[config.mk]
export PLATFORM = sky130hd
export DESIGN_NAME = thsh_shade
export DESIGN_NICKNAME = d
export VERILOG_FILES = /design/src/rtl/thsh_pkg.sv /design/src/rtl/thsh_shade.sv
export SDC_FILE = /design/constraint.sdc
export NUM_CORES = 1
export LEC_CHECK = 0
export ABC_AREA = 1
export BUFFER_PORTS_ARGS = -buffer_cell sky130_fd_sc_hd__buf_2
export CORE_ASPECT_RATIO = 1.5
export CORE_MARGIN = 2
export CORE_UTILIZATION = 62
export CTS_CLUSTER_DIAMETER = 100
export DETAILED_ROUTE_END_ITERATION = 12
export GPL_TIMING_DRIVEN = 0
export PLACE_DENSITY = 0.84
export SYNTH_ARGS = -nofsm -noshare
export SYNTH_HDL_FRONTEND = slang
export SYNTH_SLANG_ARGS = --single-unit
[constraint.sdc]
create_clock -name i_clk -period 7.9 [get_ports i_clk]
set_clock_uncertainty 0.1 [all_clocks]
set_input_delay 0 -clock i_clk [delete_from_list [all_inputs] [get_ports i_clk]]
set_output_delay 0 -clock i_clk [all_outputs]
set_load 0.03 [all_outputs]
[src/rtl/thsh_pkg.sv]
// Shared types, widths and constants for the terrain texel shader.
// No dependencies; every other file in the block imports this package.
`default_nettype none

package thsh_pkg;

    // Field and datapath widths
    localparam int H_W     = 8;           // raw height sample
    localparam int S_W     = 16;          // Q8.8 spacing and scale
    localparam int COL_W   = 32;          // ARGB color word
    localparam int CH_W    = 8;           // one color channel
    localparam int NUM_CH  = COL_W / CH_W;
    localparam int KD_W    = S_W + H_W;   // scale * |height difference|
    localparam int SQ_W    = 2 * S_W;     // spacing squared
    localparam int KD2_W   = 2 * KD_W;    // (scale * diff) squared
    localparam int D_W     = KD2_W + 2;   // sum of the three squares
    localparam int Q_W     = SQ_W + 1;    // quotient, at most 2^32
    localparam int R_W     = Q_W + 1;     // square root work width
    localparam int C_W     = 16;          // Q0.16 cosine
    localparam int ROOT_STEPS = (Q_W + 1) / 2;
    localparam int NUM_BANDS  = 6;

    // Register indexes on the config port
    typedef logic [2:0] t_reg_idx;
    localparam t_reg_idx REG_CELL_SPACING = 3'd0;
    localparam t_reg_idx REG_HEIGHT_SCALE = 3'd1;
    localparam t_reg_idx REG_COLOR_BAND0  = 3'd2;

    // Register reset values
    localparam logic [S_W-1:0]   SPACING_RST = 16'd256;
    localparam logic [S_W-1:0]   SCALE_RST   = 16'd256;
    localparam logic [COL_W-1:0] BAND_RST    = 32'h0000_0000;
    localparam logic [COL_W-1:0] TOP_BAND_RST = 32'hFFFF_FFFF;

    // Height band limits (exclusive upper bounds)
    localparam logic [H_W-1:0] BAND_LIM0 = 8'd43;
    localparam logic [H_W-1:0] BAND_LIM1 = 8'd85;
    localparam logic [H_W-1:0] BAND_LIM2 = 8'd128;
    localparam logic [H_W-1:0] BAND_LIM3 = 8'd170;
    localparam logic [H_W-1:0] BAND_LIM4 = 8'd213;

    localparam logic [C_W-1:0]  COS_MAX   = 16'hFFFF;
    localparam logic [KD_W-1:0] ROUND_HALF = 24'd32768;

    typedef logic [2:0] t_band;
    typedef logic [NUM_BANDS-1:0][COL_W-1:0] t_band_colors;

    // Configuration register file contents
    typedef struct packed {
        logic [S_W-1:0] spacing;
        logic [S_W-1:0] scale;
        t_band_colors   band_color;
    } t_cfg;

    // Side information that travels with each word down the pipeline
    typedef struct packed {
        logic  zero;    // spacing is zero: cosine forced to zero
        t_band band;
    } t_side;

    // Pick the color band from the raw height
    function automatic t_band band_of(input logic [H_W-1:0] h);
        t_band b;
        if (h < BAND_LIM0)      b = 3'd0;
        else if (h < BAND_LIM1) b = 3'd1;
        else if (h < BAND_LIM2) b = 3'd2;
        else if (h < BAND_LIM3) b = 3'd3;
        else if (h < BAND_LIM4) b = 3'd4;
        else                    b = 3'd5;
        return b;
    endfunction

endpackage

`default_nettype wire

[src/rtl/thsh_shade.sv]
// Shading back end: clamp the cosine, fetch the band color, scale channels.
// Two register stages. Depends on thsh_pkg.
`default_nettype none

module thsh_shade
    import thsh_pkg::*;
(
    input  wire logic           i_clk,
    input  wire logic           i_rst_n,
    input  wire logic           i_en,
    input  wire logic           i_valid,
    input  wire t_side          i_side,
    input  wire logic [R_W-1:0] i_root,
    input  wire t_band_colors   i_colors,
    output logic                o_valid,
    output logic [COL_W-1:0]    o_texel
);

    logic             r_a_v, r_b_v;
    logic [C_W-1:0]   r_a_cos;
    logic [COL_W-1:0] r_a_col;
    logic [COL_W-1:0] r_b_texel;
    logic [C_W-1:0]   w_cos;
    logic [COL_W-1:0] w_texel;

    // a flat surface gives a root of exactly one; zero spacing gives zero
    always_comb begin
        if (i_side.zero) begin
            w_cos = '0;
        end else if (i_root > R_W'(COS_MAX)) begin
            w_cos = COS_MAX;
        end else begin
            w_cos = i_root[C_W-1:0];
        end
    end

    // per channel: (ch * cos + half) >> 16, never above 255
    always_comb begin
        logic [KD_W-1:0] prod;
        w_texel = '0;
        for (int n = 0; n < NUM_CH; n++) begin
            prod = KD_W'(r_a_col[n*CH_W +: CH_W]) * KD_W'(r_a_cos) + ROUND_HALF;
            w_texel[n*CH_W +: CH_W] = prod[KD_W-1 -: CH_W];
        end
    end

    always_ff @(posedge i_clk) begin
        if (!i_rst_n) begin
            r_a_v <= 1'b0;
            r_b_v <= 1'b0;
        end else if (i_en) begin
            r_a_v <= i_valid;
            r_b_v <= r_a_v;
        end
    end

    always_ff @(posedge i_clk) begin
        if (i_en) begin
            r_a_cos   <= w_cos;
            r_a_col   <= i_colors[i_side.band];
            r_b_texel <= w_texel;
        end
    end

    assign o_valid = r_b_v;
    assign o_texel = r_b_texel;

endmodule

`default_nettype wire
==> results of run 1 <==
==> per-stage QoR <==
step / hold slack, ns / total power (W) / instances / utilization (%) / worst slack, ns
finish: 0.01849 / 0.009110 / 4010 / 71.74 / 2.225
global route: 0.02846 / 0.01018 / 4002 / 71.69 / 2.049
CTS: 0.009627 / 0.008995 / 4002 / 71.69 / 2.429
detailed placement: 0.1468 / 0.008386 / 3904 / 68.44 / 2.466
global placement: 0.1221 / 0.008178 / 3903 / 68.36 / 2.545
floorplan: 0.01250 / 0.006420 / 3166 / - / 3.630
==> per-layer routing <==
layer / global-route usage (%) / wire, um / vias to the layer above
li1: - / - / 9923
met1: 42.95 / 23920 / 10110
met2: 68.77 / 35700 / 1294
met3: 11.73 / 7958 / 448
met4: 38.25 / 8157 / 12
met5: 0 / 157 / -
==> cell usage in the layout (no fill, tap or decap), types with 26 or more instances in the layout <==
cell type / Yosys / layout
inv_1: 965 / 965
o32ai_1: 32 / 32
ha_1: 212 / 212
edfxtp_1: 80 / 80
nor2_1: 242 / 242
o21ai_1: 26 / 26
nand2_1: 811 / 811
nand3_1: 47 / 47
o21ai_0: 113 / 113
buf_2: 9 / 272
fa_1: 332 / 332
clkbuf_1: 113 / 113
dlygate4sd3_1: 0 / 82
a21oi_1: 92 / 92
==> logic make-up (layout without fill, tap and decap cells) <==
family          Yosys count  count (layout)
xor+xnor                 10              10
other cells               0               8
compound gates          285             285
flops                    82              82
simple gates           1142            1142
fa+ha+maj               544             544
buf+inv                1103            1466
==> state kept, by name, summed over array words and instances (netlist names) <==
signal,count
r_a_col,32
o_valid,1
r_a_v,1
o_texel,32
r_a_cos,16
==> where the power goes <==
group / switching [W] / internal (W) / total (W)
clock: 0.000222 / 0.000277 / 0.000499
sequential: 0.0000585 / 0.000731 / 0.000790
combinational: 0.00503 / 0.00279 / 0.00782
==> worst max-delay path, cell delays in order (launching register included) <==
cell      delay, ns
edfxtp_1       0.32
clkbuf_1       0.75
buf_1          0.82
nand2_1        0.15
inv_1          0.12
fa_1           0.44
fa_1           0.52
fa_1           0.44
fa_1           0.51
ha_1           0.33
a21oi_1        0.27
o21ai_0        0.17
nand2_1        0.11
nand2_1        0.05
nand2_1        0.12
nand3_1        0.09
nand2_1        0.07
nand2_1        0.05
==> worst max-delay path by stage <==
stage                startpoint     endpoint
floorplan           r_a_col[27]  o_texel[29]
global placement     r_a_cos[1]  o_texel[22]
detailed placement   r_a_cos[1]  o_texel[22]
CTS                  r_a_cos[1]  o_texel[22]
global route         r_a_cos[1]  o_texel[31]
finish               r_a_cos[1]  o_texel[31]
==> final cells by class <==
type | instances | area share (%)
timing repair buffer | 347 | 8.625
multi-input combinational | 1981 | 61.31
antenna | 8 | 0.07949
clock buffer | 9 | 0.8943
buffer | 137 | 2.280
sequential | 82 | 9.698
clock inverter | 7 | 0.3676
tap | 473 | 2.350
inverter | 966 | 14.40
==> metrics.csv, run 1 <==
stage,metric,value,unit
run_status,status,"complete, no violations",
power_and_ir_drop,p_per_area,361.7,nW/um^2
synth,synthFlopType,edfxtp_1,
critical_path,crit_path_start_kind,register,
synth,synth_edf_count,80,
critical_path,reg2reg_depth,17,
placement,globalplace.congestion,1.008,
drt,drtAntennaViolNets,0,
synth,ys_ff_latch,82,
synth,synth_top_family_by_area,adder cells,
clock_network,cts_buffers,9,
critical_path,r2r_slack,2.22,ns
clock_network,clockBufferDepth,2,
finish,areaGrowthSynthToFinish,14.05,%
min_path,hold_path.class,input port to register,
synth,synthesis.area,22080,um^2
power_and_ir_drop,peakVddDrop,269.2,uV
min_path,holdPathStages,3,
drt,drc,0,
clock_network,cts_hold_buf,82,
placement,io_buffers,264,
critical_path,timing.rr.start,r_a_cos[1],
global_route,overflow,0,
sta,setup_tns,0,ns
synth,seq_area_frac_synth,11.06,%
sta,timing.final.crit_share,71.84,%
placement,dp_hpwl,62290,um
critical_path,crit_path_end_kind,register,
clock_network,h-tree-depth,3,
clock_network,clk_pin_slew,0.08,ns
finish,fillCellCount,2963,
synth,synth_area_leaders,"fa_1 (30%), inv_1 (16%), nand2_1 (14%), ha_1 (12%), edfxtp_1 (11%)",
critical_path,path_max_fanout,10,
floorplanning,rows,84,
clock_network,cts_root_buf,clkbuf_16,
synth,synth_cells,3166,
drt,first_pass_iters,6,
global_route,antenna_found_initial,13,
critical_path,r2r-end,o_texel[31],
floorplanning,die_width,158.1,um
finish,design_area,25180,um^2
synth,syn_nets,3944,
clock_network,clock_latency,0.39,ns
min_path,hold_end,r_a_cos[15],
drt,drtIter0Drc,1765,
floorplanning,die_y,235.1,um
floorplanning,io_pins,267,
synth,synth_compound_area_share,7.236,%
synth,synthAdderAreaFrac,42.11,%
synth,ys.warnings.count,0,
sta,hold_violations,0,
floorplanning,fp.coreArea,35100,um^2
sta,tightest_slew,1.135,ns
synth,synth.distinct_cells,34,
clock_network,post_cts_buffers,0,
global_route,grt_pass1_vias,23390,
synth,synthMuxAreaShare,0,%
min_path,min-delay-start,i_root[17],
drt,via_per_inst,5.432,
run,maxCapViolations,0,
critical_path,crit_arrival,5.72,ns
synth,synth.avg_cell_area,6.975,um^2
power_and_ir_drop,leakagePower,15.77,nW
critical_path,crit_type,register to register,
finish,layout.nets,4302,
global_route,grt_max_degree,53,
drt,via_count,21780,
synth,synth.most_common_cell,inv_1,
sta,grt_setup_unrepaired,no,
clock_network,cts.sinks,82,
synth,synth-xor-area-share,0.3966,%
synth,synthSimpleGateAreaFrac,20.18,%
sta,period_needed,5.675,ns
synth,yosysTopAreaCellShare,30.10,%
finish,multi_input_area,15440,um^2
synth,async_flop_share,0,%
clock_network,cts_resized,0,
finish,drive_above_1_share,8.473,%
sta,finalSetupViolations,0,
drt,finalWirelength,75900,um
critical_path,crit_required,7.94,ns
sta,fmax,0.1762,GHz
finish,final-seq-area,2442,um^2
drt,wl_per_cell,18.93,um
synth,synth_top_cell_by_area,fa_1,
sta,slew-limit-headroom,24.36,%
clock_network,cts_tree,built,
global_route,track_usage,42.07,%
floorplanning,die_area,37170,um^2
sta,final-max-slew-violation-count,0,
synth,ys_top_cells_by_count,"inv_1 (965), nand2_1 (811), fa_1 (332)",
global_route,grt_pass1_wl,117800,um
placement,place_area,24030,um^2
floorplanning,start_util,62.91,%
No activity file was read; power rests on OpenSTA's default activity.
==> run 2: changes to the inputs <==
--- a/config.mk
+++ b/config.mk
@@ -5,11 +5,11 @@
 export SDC_FILE = /design/constraint.sdc
 export NUM_CORES = 1
 export LEC_CHECK = 0
-export ABC_AREA = 1
+export ABC_AREA = 0
 export BUFFER_PORTS_ARGS = -buffer_cell sky130_fd_sc_hd__buf_2
 export CORE_ASPECT_RATIO = 1.5
 export CORE_MARGIN = 2
-export CORE_UTILIZATION = 62
+export CORE_UTILIZATION = 61
 export CTS_CLUSTER_DIAMETER = 100
 export DETAILED_ROUTE_END_ITERATION = 12
 export GPL_TIMING_DRIVEN = 0
==> constraint.sdc (replaced) <==
create_clock -name i_clk -period 5.73 [get_ports i_clk]
set_clock_uncertainty 0.1 [all_clocks]
set_input_delay 0 -clock i_clk [delete_from_list [all_inputs] [get_ports i_clk]]
set_output_delay 0 -clock i_clk [all_outputs]
set_load 0.03 [all_outputs]
==> metrics.csv, run 2 <==
stage,metric,value,unit
run_status,status,"complete, no violations",
synth,ys_top_cells_by_count,"inv_1 (504), and2_1 (401), fa_1 (332)",
synth,synthMuxAreaShare,5.383,%
global_route,antenna_found_initial,0,
sta,fmax,0.1781,GHz
power_and_ir_drop,peakVddDrop,361.0,uV
global_route,grt_pass1_vias,18600,
floorplanning,fp.coreArea,32330,um^2
clock_network,clockBufferDepth,2,
sta,setup_tns,0,ns
clock_network,cts.sinks,82,
synth,synthSimpleGateAreaFrac,17.53,%
synth,synth_cells,2096,
floorplanning,start_util,61.54,%
floorplanning,io_pins,267,
synth,synth_top_cell_by_area,fa_1,
floorplanning,die_width,151.5,um
critical_path,cpPeakStageDelay,0.60,ns
critical_path,cp_common_cell,fa_1,
critical_path,path_max_fanout,10,
clock_network,clk_pin_slew,0.07,ns
synth,synth_compound_area_share,5.383,%
global_route,track_usage,35.67,%
finish,fillCellCount,2317,
finish,final_cells,2871,
floorplanning,rows,81,
run,maxCapViolations,0,
critical_path,crit_type,register to register,
clock_network,h-tree-depth,3,
sta,period_needed,5.615,ns
drt,drc,0,
clock_network,clock_latency,0.38,ns
min_path,holdPathStages,3,
critical_path,crit_buf_inv,3,
min_path,hold_path.class,input port to register,
critical_path,crit_slowest_cell,clkbuf_1,
sta,hold-worst-slack,0.01145,ns
placement,place_inst,2774,
placement,dp_hpwl,44850,um
floorplanning,die_area,34110,um^2
finish,drive_above_1_share,13.56,%
global_route,grt_max_degree,74,
critical_path,crit_required,5.75,ns
finish,layout.nets,3229,
critical_path,crit_family,adder cells,
synth,seq_area_frac_synth,12.28,%
global_route,grt_pass1_wl,92000,um
synth,synth.most_common_cell,inv_1,
synth,synth_edf_count,80,
synth,synth_area_leaders,"fa_1 (33%), ha_1 (13%), and2_1 (13%), edfxtp_1 (12%), inv_1 (9.5%)",
synth,ys.warnings.count,0,
power_and_ir_drop,p_per_area,432.0,nW/um^2
sta,hold_violations,0,
synth,synth.distinct_cells,63,
power_and_ir_drop,leakagePower,11.68,nW
synth,synthAdderAreaFrac,46.74,%
drt,via_per_inst,5.773,
clock_network,cts_root_buf,clkbuf_16,
synth,synth_top_family_by_area,adder cells,
critical_path,reg2reg_depth,16,
sta,grt_setup_unrepaired,yes,
floorplanning,die_y,225.2,um
sta,final-max-slew-violation-count,0,
global_route,overflow,0,
finish,final_cell_mix,"inv_1 (504), and2_1 (401), fa_1 (332)",
drt,via_count,16570,
clock_network,cts_buffers,9,
critical_path,cp_cell_sequence,"clkbuf_1, and2_1, fa_1, fa_1, fa_1, inv_1, fa_1, inv_1, ha_1, nor4_1, o311ai_1, nand3_1, and3b_4, o31ai_4, a2111oi_2, nor3_2",
placement,io_buffers,262,
finish,mostFrequentLayoutCell,inv_1,
synth,synthesis.area,19900,um^2
synth,synth.avg_cell_area,9.493,um^2
synth,ys_ff_latch,82,
drt,wl_per_cell,20.00,um
critical_path,worstSetupPathDepth,16,
sta,finalSetupViolations,0,
finish,diodes,0,
finish,areaGrowthSynthToFinish,14.78,%
sta,timing.final.crit_share,98.00,%
drt,drtIter0Drc,1050,
synth,async_flop_share,0,%
sta,tightest_slew,0.8560,ns
placement,globalplace.congestion,0.9658,
drt,first_pass_iters,5,
clock_network,cts_tree,built,
drt,finalWirelength,57420,um
synth,syn_nets,2874,
critical_path,crit_path_start_kind,register,
synth,yosysTopAreaCellShare,33.40,%
critical_path,crit_path_end_kind,register,
synth,synth-xor-area-share,1.233,%
sta,slew-limit-headroom,42.94,%
drt,drtAntennaViolNets,0,
critical_path,crit_arrival,5.63,ns
synth,synthFlopType,edfxtp_1,
[run 2: cell count changes after synthesis, moves of 97 or more]
| cell | change |
|---|---|
| nand2_1 | -696 |
| inv_1 | -461 |
| and2_1 | +400 |
| nor2_1 | -219 |
| o21ai_0 | -97 |
[run 2: logic make-up (layout without fill, tap and decap cells)]
group           count (synthesis)  after routing
xor+xnor                       28             28
flops                          82             82
mux                            67             67
simple gates                  607            607
compound gates                163            163
buf+inv                       605            965
fa+ha+maj                     544            544
[run 2: through the flow]
step,utilization (%),power (W),setup slack [ns],cell area (um^2)
floorplan,-,0.007206,0.9096,19900
global placement,67.20,0.008688,0.09495,21730
detailed placement,67.30,0.009094,0.07118,21760
CTS,70.63,0.009806,0.04322,22830
global route,70.64,0.01103,-0.04073,22840
finish,70.64,0.009866,0.1145,22840
[run 2: path summary, 6_finish.rpt]
kind | endpoint | slack, ns | from
max | o_texel[15] | 0.11 | r_a_cos[8]
min | r_a_col[18] | 0.01 | i_colors[146]
max reg2reg | o_texel[15] | 0.11 | r_a_cos[8]
min reg2reg | r_a_v | 0.44 | r_a_v
[run 2: metal layers]
layer / wire length [um] / up-vias / share of wire [%] / GRT usage (%)
met5: 0 / - / 0 / 0
met4: 4740 / 0 / 8.3 / 26.17
met3: 4364 / 285 / 7.6 / 6.559
met2: 29170 / 908 / 51 / 60.90
met1: 19150 / 8213 / 33 / 39.23
li1: - / 7167 / - / -
[run 2: timing repair]
action | 4_1_cts | 5_1_grt
endpoints found under the setup margin | 0 | 16
resized for setup | 0 | 6
setup buffers | 0 | 0
hold endpoints to repair | 55 | 0
hold buffers | 81 | 0
[run 2: power breakdown]
group	internal [W]	switching, W
sequential	0.00103	0.000108
clock	0.000304	0.000262
combinational	0.00351	0.00466
[run 2: worst register-to-register path, delay by kind of cell (launching register included)]
family | cells | cell delay (ns)
AO/OA/AOI/OAI | 3 | 0.77
adder cells (fa/ha/maj) | 5 | 2.17
buffers and inverters | 3 | 0.71
flip-flops | 1 | 0.45
AND/OR/NAND/NOR | 5 | 1.15
[run 2: cell type report]
class / instances / area, um^2 / area share [%]
multi-input cells: 1409 / 15170 / 66.44
well taps: 415 / 519.2 / 2.274
flip-flops and latches: 82 / 2442 / 10.69
inverters: 504 / 1892 / 8.284
plain buffers: 101 / 392.9 / 1.720
repair buffers: 344 / 2152 / 9.423
clock buffers: 13 / 250.2 / 1.096
clock inverters: 3 / 16.27 / 0.07122
==> run 3: changes to the inputs <==
--- a/config.mk
+++ b/config.mk
@@ -9,11 +9,12 @@
 export BUFFER_PORTS_ARGS = -buffer_cell sky130_fd_sc_hd__buf_2
 export CORE_ASPECT_RATIO = 1.5
 export CORE_MARGIN = 2
-export CORE_UTILIZATION = 61
+export CORE_UTILIZATION = 55
 export CTS_CLUSTER_DIAMETER = 100
 export DETAILED_ROUTE_END_ITERATION = 12
 export GPL_TIMING_DRIVEN = 0
-export PLACE_DENSITY = 0.84
+export PLACE_DENSITY = 0.82
+export SLEW_MARGIN = 20
 export SYNTH_ARGS = -nofsm -noshare
 export SYNTH_HDL_FRONTEND = slang
 export SYNTH_SLANG_ARGS = --single-unit
==> constraint.sdc (replaced) <==
create_clock -name i_clk -period 4.95 [get_ports i_clk]
set_clock_uncertainty 0.1 [all_clocks]
set_input_delay 0 -clock i_clk [delete_from_list [all_inputs] [get_ports i_clk]]
set_output_delay 0 -clock i_clk [all_outputs]
set_load 0.03 [all_outputs]
==> metrics.csv, run 3 (same netlist as run 2, synthesis figures left out) <==
stage,metric,value,unit
sta,setup_slack,-0.1583,ns
critical_path,crit_buf_inv,3,
critical_path,crit_type,register to register,
global_route,overflow,0,
sta,final-max-slew-violation-count,0,
floorplanning,die_area,37740,um^2
power_and_ir_drop,p_per_area,540.2,nW/um^2
critical_path,crit_required,4.97,ns
drt,via_per_inst,5.648,
floorplanning,io_pins,267,
finish,areaGrowthSynthToFinish,25.86,%
clock_network,cts_buffers,9,
floorplanning,die_width,159.3,um
finish,fillCellCount,2463,
sta,hold_violations,0,
global_route,grt_max_degree,60,
finish,mostFrequentLayoutCell,inv_1,
placement,io_buffers,262,
floorplanning,fp.coreArea,35730,um^2
finish,drive_above_1_share,23.94,%
drt,drc,0,
power_and_ir_drop,peakVddDrop,409.1,uV
placement,globalplace.congestion,0.9657,
clock_network,cts_tree,built,
placement,place_inst,2837,
clock_network,h-tree-depth,3,
drt,finalWirelength,65380,um
power_and_ir_drop,leakagePower,12.73,nW
drt,drtAntennaViolNets,0,
drt,drtIter0Drc,1119,
run_status,status,finished with violations,
finish,final_cells,3059,
sta,grt_setup_unrepaired,yes,
sta,tightest_slew,0.7669,ns
critical_path,crit_family,adder cells,
power_and_ir_drop,power.total,0.01353,W
critical_path,crit_arrival,5.13,ns
finish,layout.nets,3350,
run_status,violations,negative setup slack,
placement,pre_cts_ws,-0.7797,ns
run,maxCapViolations,0,
global_route,track_usage,33.06,%
floorplanning,die_y,236.9,um
drt,via_count,17280,
floorplanning,start_util,55.68,%
clock_network,clk_pin_slew,0.07,ns
global_route,grt_pass1_vias,18590,
critical_path,cp_common_cell,fa_1,
sta,fmax,0.1958,GHz
floorplanning,rows,85,
sta,slew-limit-headroom,48.87,%
clock_network,cts.sinks,82,
critical_path,crit_path_end_kind,register,
min_path,hold_path.class,input port to register,
clock_network,cts_root_buf,clkbuf_16,
placement,dp_hpwl,46810,um
sta,period_needed,5.108,ns
global_route,grt_pass1_wl,95610,um
critical_path,cpPeakStageDelay,0.56,ns
critical_path,cp_cell_sequence,"clkbuf_1, and2_1, ha_1, inv_1, fa_1, inv_1, fa_1, fa_1, ha_1, nor3_2, o21bai_2, nand3_4, and3b_4, o31ai_4, a2111oi_4, nor3_4",
sta,timing.final.crit_share,103.2,%
sta,finalSetupViolations,8,
critical_path,crit_slowest_cell,edfxtp_1,
clock_network,clockBufferDepth,2,
clock_network,clock_latency,0.38,ns
finish,final_cell_mix,"inv_1 (501), and2_1 (386), fa_1 (322)",
sta,setup_tns,-0.7056,ns
drt,wl_per_cell,21.37,um
global_route,antenna_found_initial,5,
drt,first_pass_iters,7,
critical_path,path_max_fanout,10,
critical_path,crit_path_start_kind,register,
## run 3: through the flow
stage	util (%)	hold slack (ns)	area, um^2
floorplan	-	0.01250	19900
detailed placement	61.11	0.1347	21840
finish	70.08	0.001089	25040
global placement	61.02	0.1178	21810
global route	70.07	0.03447	25040
CTS	67.35	0.003248	24070
## run 3: worst register-to-register path: stages, from the launching register on
cell,delay [ns]
edfxtp_1,0.56
clkbuf_1,0.49
and2_1,0.22
ha_1,0.16
inv_1,0.07
fa_1,0.51
inv_1,0.05
fa_1,0.50
fa_1,0.43
ha_1,0.32
nor3_2,0.32
o21bai_2,0.16
nand3_4,0.12
and3b_4,0.23
o31ai_4,0.11
a2111oi_4,0.43
nor3_4,0.08
## run 3: cell type report
class	instances	area [um^2]	area share, %
diodes	4	10.01	0.03997
plain buffers	100	862.1	3.443
clock buffers	10	229.0	0.9144
clock inverters	6	90.09	0.3597
inverters	504	1892	7.555
multi-input cells	1409	15720	62.76
flip-flops and latches	82	2442	9.753
well taps	478	598.1	2.388
repair buffers	466	3203	12.79
## run 3: path summary, 6_finish.rpt
check,from,end,slack [ns],cells past startpoint
worst max-delay path,r_a_cos[0],o_texel[15],-0.16,16
worst max register to register,r_a_cos[0],o_texel[15],-0.16,16
worst min-delay path,i_root[33],r_a_cos[15],0.001,3
worst min register to register,o_valid,o_valid,0.43,2
## run 3: repair_timing
action                                  4_1_cts  5_1_grt
endpoints found under the setup margin       32       24
buffers inserted                             59       54
pin swaps                                    23       62
hold buffers                                 83        0
hold endpoints to repair                     70        0
cloned                                        1        6
gates resized for setup                     200      162
## run 3: layer usage
metal,vias to the layer above,track usage [%],wire [um]
met5,-,0,11
met1,8524,34.60,21270
met2,1000,60.33,32970
met3,340,5.553,5000
met4,2,22.70,6123
li1,7410,-,-
## run 3: report_power, final
part	internal, W	switching [W]	leakage [nW]
sequential	0.00119	0.0000963	0.802
combinational	0.00505	0.00642	11.8
clock	0.000444	0.000329	0.153
total	0.00668	0.00684	12.7
